--- src/hw/rtl/ascii_integer_literal_parser_assert.svh ---
// Assertion macros shared by the integer literal parser RTL.
// Included by aip_core.sv and ascii_integer_literal_parser.sv; needs no package.
`ifndef ASCII_INTEGER_LITERAL_PARSER_ASSERT_SVH
`define ASCII_INTEGER_LITERAL_PARSER_ASSERT_SVH

`ifndef NO_ASSERTIONS
// Property that must hold at the same edge
`define AIP_ASSERT_NOW(lbl, clk, rstn, ante, cons, msg) \
  lbl: assert property (@(posedge clk) disable iff (!rstn) (ante) |-> (cons)) \
    else $error(msg);
// Property checked at the next edge after the antecedent
`define AIP_ASSERT_NEXT(lbl, clk, rstn, ante, cons, msg) \
  lbl: assert property (@(posedge clk) disable iff (!rstn) (ante) |=> (cons)) \
    else $error(msg);
`else
`define AIP_ASSERT_NOW(lbl, clk, rstn, ante, cons, msg)
`define AIP_ASSERT_NEXT(lbl, clk, rstn, ante, cons, msg)
`endif

`endif

--- src/hw/rtl/aip_pkg.sv ---
// Types and constants for the ASCII integer literal parser.
// No dependencies; used by the interfaces, aip_core and the top level.
`default_nettype none

package aip_pkg;

  localparam int unsigned CHAR_W  = 8;
  localparam int unsigned VALUE_W = 64;
  localparam int unsigned STAT_W  = 2;

  // ASCII codes the parser looks for
  localparam logic [CHAR_W-1:0] CH_ZERO  = 8'h30;
  localparam logic [CHAR_W-1:0] CH_NINE  = 8'h39;
  localparam logic [CHAR_W-1:0] CH_LC_A  = 8'h61;
  localparam logic [CHAR_W-1:0] CH_LC_F  = 8'h66;
  localparam logic [CHAR_W-1:0] CH_LC_X  = 8'h78;
  localparam logic [CHAR_W-1:0] CH_MINUS = 8'h2d;
  localparam logic [CHAR_W-1:0] CH_SPACE = 8'h20;

  localparam logic [VALUE_W-1:0] MAG_MSB_MASK = 64'h8000_0000_0000_0000;

  typedef enum logic [2:0] {
    PH_START  = 3'd0,
    PH_ZERO   = 3'd1,
    PH_DEC    = 3'd2,
    PH_MINUS  = 3'd3,
    PH_HEXPRE = 3'd4,
    PH_HEX    = 3'd5,
    PH_TRAIL  = 3'd6
  } phase_t;

  typedef enum logic [STAT_W-1:0] {
    ST_OK      = 2'd0,
    ST_SYNTAX  = 2'd1,
    ST_HEXOVF  = 2'd2,
    ST_SIGNOVF = 2'd3
  } status_t;

  // One character handed to the parse core
  typedef struct packed {
    logic              fire;
    logic [CHAR_W-1:0] character;
    logic              last_char;
  } step_t;

  // Parse state right after the current character, before any end-of-literal clear
  typedef struct packed {
    logic [VALUE_W-1:0] acc;
    logic               neg;
    status_t            err;
  } fin_t;

endpackage

`default_nettype wire

--- src/hw/rtl/aip_char_if.sv ---
// Input channel: one ASCII character word with its last marker.
// Depends on aip_pkg.
`default_nettype none

interface aip_char_if;
  import aip_pkg::*;

  logic              valid;
  logic              ready;
  logic [CHAR_W-1:0] character;
  logic              last_char;

  modport source (output valid, output character, output last_char, input ready);
  modport sink   (input valid, input character, input last_char, output ready);
endinterface

`default_nettype wire

--- src/hw/rtl/aip_result_if.sv ---
// Result channel: parsed value and status word.
// Depends on aip_pkg.
`default_nettype none

interface aip_result_if;
  import aip_pkg::*;

  logic               valid;
  logic               ready;
  logic [VALUE_W-1:0] value;
  logic [STAT_W-1:0]  status;

  modport source (output valid, output value, output status, input ready);
  modport sink   (input valid, input value, input status, output ready);
endinterface

`default_nettype wire

--- src/hw/rtl/ascii_integer_literal_parser.sv ---
// ASCII integer literal parser: one character word per cycle while no last character
// waits on a stalled capture register; one result per literal. A last character moves
// from the input register to the capture register, then to the result register.
// Stages: input register, parse state update with end-of-literal capture, result register.
// Reset (rst_n low, synchronous): clears all valid bits and the parse state.
// Depends on aip_pkg, aip_char_if, aip_result_if, aip_core and the assert header.
`default_nettype none

module ascii_integer_literal_parser (
  input  wire          clk,
  input  wire          rst_n,
  aip_char_if.sink     in_ch,
  aip_result_if.source out_ch
);
  import aip_pkg::*;

  `include "ascii_integer_literal_parser_assert.svh"

  // input register
  logic              a_valid_r;
  logic [CHAR_W-1:0] a_char_r;
  logic              a_last_r;
  logic              a_fire;

  // end-of-literal capture
  logic               f_valid_r;
  logic [VALUE_W-1:0] f_acc_r;
  logic               f_neg_r;
  status_t            f_err_r;
  logic               f_ready;

  // result register
  logic               out_valid_r;
  logic [VALUE_W-1:0] out_value_r, out_value_nxt;
  status_t            out_status_r, out_status_nxt;
  logic               o_ready;

  step_t step;
  fin_t  fin;

  // stage readiness, back to front
  assign o_ready     = !out_valid_r || out_ch.ready;
  assign f_ready     = !f_valid_r || o_ready;
  assign a_fire      = a_valid_r && (!a_last_r || f_ready);
  assign in_ch.ready = !a_valid_r || a_fire;

  always_ff @(posedge clk) begin
    if (!rst_n) begin
      a_valid_r <= 1'b0;
    end else if (in_ch.ready) begin
      a_valid_r <= in_ch.valid;
    end
  end

  always_ff @(posedge clk) begin
    if (in_ch.ready && in_ch.valid) begin
      a_char_r <= in_ch.character;
      a_last_r <= in_ch.last_char;
    end
  end

  // parse core
  assign step.fire      = a_fire;
  assign step.character = a_char_r;
  assign step.last_char = a_last_r;

  aip_core u_core (
    .clk    (clk),
    .rst_n  (rst_n),
    .step_i (step),
    .fin_o  (fin)
  );

  // capture final state on the last character
  always_ff @(posedge clk) begin
    if (!rst_n) begin
      f_valid_r <= 1'b0;
    end else if (f_ready) begin
      f_valid_r <= a_fire && a_last_r;
    end
  end

  always_ff @(posedge clk) begin
    if (f_ready && a_fire && a_last_r) begin
      f_acc_r <= fin.acc;
      f_neg_r <= fin.neg;
      f_err_r <= fin.err;
    end
  end

  // sign handling and status
  always_comb begin
    out_value_nxt  = '0;
    out_status_nxt = f_err_r;
    if (f_err_r == ST_OK) begin
      if (!f_neg_r) begin
        out_value_nxt = f_acc_r;
      end else if ((f_acc_r & MAG_MSB_MASK) != '0) begin
        out_status_nxt = ST_SIGNOVF;
      end else begin
        out_value_nxt = '0 - f_acc_r;
      end
    end
  end

  always_ff @(posedge clk) begin
    if (!rst_n) begin
      out_valid_r <= 1'b0;
    end else if (o_ready) begin
      out_valid_r <= f_valid_r;
    end
  end

  always_ff @(posedge clk) begin
    if (o_ready && f_valid_r) begin
      out_value_r  <= out_value_nxt;
      out_status_r <= out_status_nxt;
    end
  end

  assign out_ch.valid  = out_valid_r;
  assign out_ch.value  = out_value_r;
  assign out_ch.status = out_status_r;

  `AIP_ASSERT_NOW(a_err_zero_value, clk, rst_n, out_valid_r && out_status_r != ST_OK,
    out_value_r == '0, "nonzero value reported with an error status")
  `AIP_ASSERT_NEXT(a_last_captured, clk, rst_n, a_fire && a_last_r, f_valid_r,
    "last character did not produce a captured result")
  `AIP_ASSERT_NEXT(a_capture_holds, clk, rst_n, f_valid_r && !o_ready,
    f_valid_r && f_acc_r == $past(f_acc_r) && f_err_r == $past(f_err_r),
    "captured result lost while the result register was stalled")

endmodule

`default_nettype wire

--- src/hw/rtl/aip_core.sv ---
// Parse state machine: phase, accumulator, sign and sticky error.
// Depends on aip_pkg and ascii_integer_literal_parser_assert.svh.
`default_nettype none

module aip_core (
  input  wire              clk,
  input  wire              rst_n,
  input  aip_pkg::step_t   step_i,
  output aip_pkg::fin_t    fin_o
);
  import aip_pkg::*;

  `include "ascii_integer_literal_parser_assert.svh"

  phase_t             phase_r, phase_nxt;
  logic [VALUE_W-1:0] acc_r, acc_nxt;
  logic               neg_r, neg_nxt;
  status_t            err_r, err_nxt;

  logic [CHAR_W-1:0]  ch;
  logic               is_dec, is_hex_lc;
  logic [3:0]         hex_d;
  logic [VALUE_W-1:0] acc_x10;

  // character classes; '0'..'9' keep the digit in the low nibble
  always_comb begin
    ch        = step_i.character;
    is_dec    = (ch >= CH_ZERO) && (ch <= CH_NINE);
    is_hex_lc = (ch >= CH_LC_A) && (ch <= CH_LC_F);
    hex_d     = is_dec ? ch[3:0] : ch[3:0] + 4'd9;
    // acc*10 + digit, wrapping at 64 bits
    acc_x10   = {acc_r[VALUE_W-4:0], 3'b000} + {acc_r[VALUE_W-2:0], 1'b0}
              + {{(VALUE_W-4){1'b0}}, ch[3:0]};
  end

  // next state
  always_comb begin
    phase_nxt = phase_r;
    acc_nxt   = acc_r;
    neg_nxt   = neg_r;
    err_nxt   = err_r;
    if (err_r == ST_OK) begin
      unique case (phase_r)
        PH_START: begin
          if (ch == CH_ZERO) begin
            phase_nxt = PH_ZERO;
            acc_nxt   = '0;
          end else if (is_dec) begin
            phase_nxt = PH_DEC;
            acc_nxt   = {{(VALUE_W-4){1'b0}}, ch[3:0]};
          end else if (ch == CH_MINUS) begin
            phase_nxt = PH_MINUS;
            acc_nxt   = '0;
            neg_nxt   = 1'b1;
          end else if (ch != CH_SPACE) begin
            err_nxt = ST_SYNTAX;
          end
        end
        PH_ZERO, PH_MINUS: begin
          if (phase_r == PH_ZERO && ch == CH_LC_X) begin
            phase_nxt = PH_HEXPRE;
          end else if (phase_r == PH_MINUS && ch == CH_ZERO) begin
            phase_nxt = PH_ZERO;
          end else if (is_dec) begin
            phase_nxt = PH_DEC;
            acc_nxt   = acc_x10;
          end else begin
            err_nxt = ST_SYNTAX;
          end
        end
        PH_DEC: begin
          if (is_dec) acc_nxt = acc_x10;
          else if (ch == CH_SPACE) phase_nxt = PH_TRAIL;
          else err_nxt = ST_SYNTAX;
        end
        PH_HEXPRE, PH_HEX: begin
          if (!(is_dec || is_hex_lc)) begin
            err_nxt = ST_SYNTAX;
          end else if (acc_r[VALUE_W-1 -: 4] != 4'd0) begin
            // a shift would drop a nonzero top nibble
            err_nxt = ST_HEXOVF;
          end else begin
            acc_nxt   = {acc_r[VALUE_W-5:0], hex_d};
            phase_nxt = PH_HEX;
          end
        end
        PH_TRAIL: begin
          if (ch != CH_SPACE) err_nxt = ST_SYNTAX;
        end
        default: err_nxt = ST_SYNTAX;
      endcase
    end
  end

  // outputs: state after this character
  always_comb begin
    fin_o.acc = acc_nxt;
    fin_o.neg = neg_nxt;
    fin_o.err = err_nxt;
  end

  // state registers; the last character returns everything to reset
  always_ff @(posedge clk) begin
    if (!rst_n) begin
      phase_r <= PH_START;
      acc_r   <= '0;
      neg_r   <= 1'b0;
      err_r   <= ST_OK;
    end else if (step_i.fire) begin
      if (step_i.last_char) begin
        phase_r <= PH_START;
        acc_r   <= '0;
        neg_r   <= 1'b0;
        err_r   <= ST_OK;
      end else begin
        phase_r <= phase_nxt;
        acc_r   <= acc_nxt;
        neg_r   <= neg_nxt;
        err_r   <= err_nxt;
      end
    end
  end

  `AIP_ASSERT_NEXT(a_clear_after_last, clk, rst_n, step_i.fire && step_i.last_char,
    phase_r == PH_START && err_r == ST_OK && acc_r == '0 && !neg_r,
    "parse state not cleared after last character")
  `AIP_ASSERT_NEXT(a_err_sticky, clk, rst_n,
    err_r != ST_OK && !(step_i.fire && step_i.last_char),
    err_r == $past(err_r) && acc_r == $past(acc_r),
    "sticky error or accumulator changed after an error")

endmodule

`default_nettype wire

--- src/flat_wrapper.sv ---
// flat-port wrapper written by rule: the top's interface ports become plain ports
module ascii_integer_literal_parser_flat import aip_pkg::*;
  (clk, rst_n, in_ch_valid, in_ch_character, in_ch_last_char, in_ch_ready, out_ch_valid, out_ch_value, out_ch_status, out_ch_ready);
  aip_char_if in_ch_i ();
  aip_result_if out_ch_i ();
  input  wire clk;
  input  wire rst_n;
  input wire logic [$bits(in_ch_i.valid)-1:0] in_ch_valid;
  input wire logic [$bits(in_ch_i.character)-1:0] in_ch_character;
  input wire logic [$bits(in_ch_i.last_char)-1:0] in_ch_last_char;
  output wire logic [$bits(in_ch_i.ready)-1:0] in_ch_ready;
  output wire logic [$bits(out_ch_i.valid)-1:0] out_ch_valid;
  output wire logic [$bits(out_ch_i.value)-1:0] out_ch_value;
  output wire logic [$bits(out_ch_i.status)-1:0] out_ch_status;
  input wire logic [$bits(out_ch_i.ready)-1:0] out_ch_ready;
  assign in_ch_i.valid = in_ch_valid;
  assign in_ch_i.character = in_ch_character;
  assign in_ch_i.last_char = in_ch_last_char;
  assign in_ch_ready = in_ch_i.ready;
  assign out_ch_valid = out_ch_i.valid;
  assign out_ch_value = out_ch_i.value;
  assign out_ch_status = out_ch_i.status;
  assign out_ch_i.ready = out_ch_ready;
  ascii_integer_literal_parser u_core (.clk(clk), .rst_n(rst_n), .in_ch(in_ch_i), .out_ch(out_ch_i));
endmodule
--- config.mk ---
export PLATFORM = sky130hd
export DESIGN_NAME = ascii_integer_literal_parser_flat
export DESIGN_NICKNAME = d
export VERILOG_FILES = /design/src/hw/rtl/aip_pkg.sv /design/src/hw/rtl/aip_char_if.sv /design/src/hw/rtl/aip_result_if.sv /design/src/hw/rtl/ascii_integer_literal_parser.sv /design/src/hw/rtl/aip_core.sv /design/src/flat_wrapper.sv
export VERILOG_INCLUDE_DIRS = /design/src /design/src/hw/rtl
export SDC_FILE = /design/constraint.sdc
export NUM_CORES = 1
export LEC_CHECK = 0
export ABC_AREA = 0
export BUFFER_PORTS_ARGS = -buffer_cell sky130_fd_sc_hd__buf_2
export CORE_ASPECT_RATIO = 2
export CORE_MARGIN = 5
export CORE_UTILIZATION = 50
export DETAILED_ROUTE_END_ITERATION = 10
export PLACE_DENSITY = 0.66
export SYNTH_ARGS = -nofsm -noshare
export SYNTH_HDL_FRONTEND = slang
export SYNTH_HIERARCHICAL = 1
export SYNTH_SLANG_ARGS = --single-unit
--- constraint.sdc ---
create_clock -name clk -period 5.02 [get_ports clk]
set_input_delay 0.251 -clock clk [delete_from_list [all_inputs] [get_ports clk]]
set_output_delay 0.251 -clock clk [all_outputs]
set_load 0.02 [all_outputs]
==> impl_metrics.yaml <==
yosys:
  yosysSeqAreaShare: 0.363
  syn_nets: 1922
  yosys.area.top_type: "edfxtp_1"
  synthTopCellsByArea: "edfxtp_1 27%, ha_1 10%, dfxtp_1 9.3%"
  yosysTopAreaCellShare: 0.270
  synth_most_common_cell: "nand2_1"
  synth_area_per_cell_um2: 8.86
  synth_edf_count: 142
  syn_inst: 1781
  yosys_warnings: 6
  ys_ff_latch: 215
  yosysUniqueCellTypes: 90
  synth_common_cells: "188 x nand2_1, 154 x nor2_1, 142 x edfxtp_1"
  async_flop_share: 0
  syn_area_mm2: 0.0158
  synth_flop_cell: "edfxtp_1"
grt:
  grt-busiest-layer: "met2"
  met3_usage: 0.0290
  grt_overflow: 0
  grt_usage: 0.286
  grt_pass1_wl_um: 79100
  grt_pass1_vias: 13800
  grt_start_max_net_pins: 68
  met2_usage: 0.485
  antenna_found_initial: 1
  use_met1: 0.349
setup_path:
  worstSetupPathType: "register to register"
  crit_path_start_kind: "register"
  reg2reg_depth: 15
  crit_top_cell: "inv_1"
  cp_slowest_cell: "fa_1"
  endpoint_kind: "register"
  arrival_ns: 4.43
  worstPathMaxFanout: 9
  required_ns: 5.32
  slowest_delay_ns: 0.54
  path_cells: "inv_1 > fa_1 > inv_1 > ha_1 > a211oi_1 > o21ai_1 > nand3_1 > a311oi_2 > or3_1 > a31o_2 > a41oi_1 > and2b_1 > xnor2_1 > nor2_1 > o22a_1"
sta:
  tns_ns: 0
  setup_viol: 0
  hold_viol: 0
  tightest_slew_ns: 1.08
  relSlewSlack: 0.277
  post-route-period-util: 0.824
  skew_ns: 0.0124
  rsz0062_at_grt: "no"
  slew_viol_final: 0
  fmax_ghz: 0.242
  period_minus_slack_ns: 4.14
  whs_ns: 0.0663
floorplanning:
  rows: 92
  die_w_um: 136
  ios: 81
  coreArea_mm2: 0.0313
  die_area_mm2: 0.0354
  start_util: 0.504
  die_h_um: 261
power:
  power_leakage_nw: 7.09
  power_density_mw_per_mm2: 229
  ir_drop_v: 0.000287
  power_w: 0.00397
route:
  first_pass_iters: 5
  antenna_left: 0
  dr.first_iter.drc_count: 1411
  avgViaCountPerCell: 6.31
  vias: 14300
  drc_errors: 0
  wl_um: 51400
  wl_per_cell_um: 22.6
final_layout:
  nFillCells: 2942
  diodes: 0
  final_util: 0.553
  final_layout_size_suffix_gt1_frac: 0.104
  syn_to_final_growth_pct: 9.83
  final_cell_area_mm2: 0.0173
  fin_nets: 1973
clock_network:
  post_cts_resized: 0
  cts_tree: "done"
  clkSinkCount: 215
  htreeDepth: 1
  cts_max_path_buffers: 3
  cts_buffers: 22
  clk_latency_ns: 0.54
  cts-root-buf: "clkbuf_16"
  clk_pin_slew_ns: 0.06
min_path:
  hp-class: "primary input to register"
  holdPathStages: 4
placement:
  postPlaceCellArea_mm2: 0.0165
  finalWeightedCongestion: 0.968
  dpl.hpwl_um: 38000
  port-buffer-count: 80
job:
  cap_violations: 0
run_status:
  status: "finished, final reports clean"
metrics by stage:
stage          cells  setup WS, ns
2_1_floorplan   1781          1.00
3_3_place_gp    2221         0.950
3_5_place_dp    2221         0.905
4_1_cts         2271         0.879
5_1_grt         2271         0.569
6_report        2271         0.885
kinds of logic after synthesis:
| kind of cell | Yosys count | synth area share |
|---|---|---|
| flip-flops | 215 | 0.363 |
| AO/OA/AOI/OAI | 585 | 0.246 |
| AND/OR/NAND/NOR | 619 | 0.190 |
| buffers and inverters | 133 | 0.0415 |
| XOR/XNOR | 85 | 0.0472 |
| adder cells (fa/ha/maj) | 128 | 0.102 |
| multiplexers | 16 | 0.0102 |
per-layer routing:
layer  vias up  wire length (µm)
met5         -                 0
met3       146              3120
met4         0              3490
met2       578             25000
met1      6782             19800
li1       6831                 -
registers in the layout, summed over array words and instances (netlist names):
register / cells
u_core/u_core/acc_r: 64
u_core/u_core/err_r: 2
u_core/f_valid_r: 1
u_core/u_core/phase_r: 3
u_core/out_ch.valid: 1
u_core/a_char_r: 8
u_core/out_ch.value: 64
u_core/f_err_r: 2
u_core/a_valid_r: 1
u_core/f_neg_r: 1
u_core/out_ch.status: 2
u_core/a_last_r: 1
u_core/u_core/neg_r: 1
u_core/f_acc_r: 64
worst paths after layout:
| check | to | slack, ns | startpoint |
|---|---|---|---|
| setup / recovery | u_core/f_acc_r[63]$_DFFE_PP_ | 0.88 | u_core/a_char_r[3]$_DFFE_PP_ |
| hold / removal | u_core/f_valid_r$_SDFFE_PN0P_ | 0.07 | out_ch_ready |
| setup reg to reg | u_core/f_acc_r[63]$_DFFE_PP_ | 0.88 | u_core/a_char_r[3]$_DFFE_PP_ |
| hold reg to reg | u_core/f_valid_r$_SDFFE_PN0P_ | 0.51 | u_core/f_valid_r$_SDFFE_PN0P_ |
report_power, final:
part / internal [W] / switching [W] / total, W
Combinational: 0.000102 / 0.000247 / 0.000349
Sequential: 0.00192 / 0.0000463 / 0.00197
Clock: 0.000927 / 0.000726 / 0.00165
Total: 0.00295 / 0.00102 / 0.00397
placed cells by master, fill, tap and decap left out, drive strengths merged, types with 30 or more instances in the layout:
cell      n
buf     120
a22oi    57
ha      126
nand3    41
a21o     53
nor3     53
xnor2    30
inv      30
xor2     55
nor2    154
nand2   190
edfxtp  142
a22o     35
a21oi   129
dfxtp    73
o21ai   139
cell type report:
class,count,area [µm²],share of cell area
clock inverter,12,119,0.00686
multi-input combinational,1433,9450,0.545
inverter,30,113,0.00650
timing repair buffer,130,813,0.0469
tap,423,529,0.0305
sequential,215,5730,0.330
clock buffer,28,583,0.0336
worst max-delay path: cells and delay by family, from the launching register on:
| kind | cells | cell delay, ns |
|---|---|---|
| adders and majority gates | 2 | 0.84 |
| DFF | 1 | 0.52 |
| buffers and inverters | 2 | 0.19 |
| AOI/OAI and AO/OA | 6 | 1.31 |
| xor gates and xnor gates | 1 | 0.14 |
| and+or+nand+nor | 4 | 0.89 |
repair_timing:
action / 4_1_cts / 5_1_grt
hold endpoints to repair: 10 / 0
buffers inserted: 0 / 0
hold buffers: 10 / 0
Power figures use the tool's default switching activity.
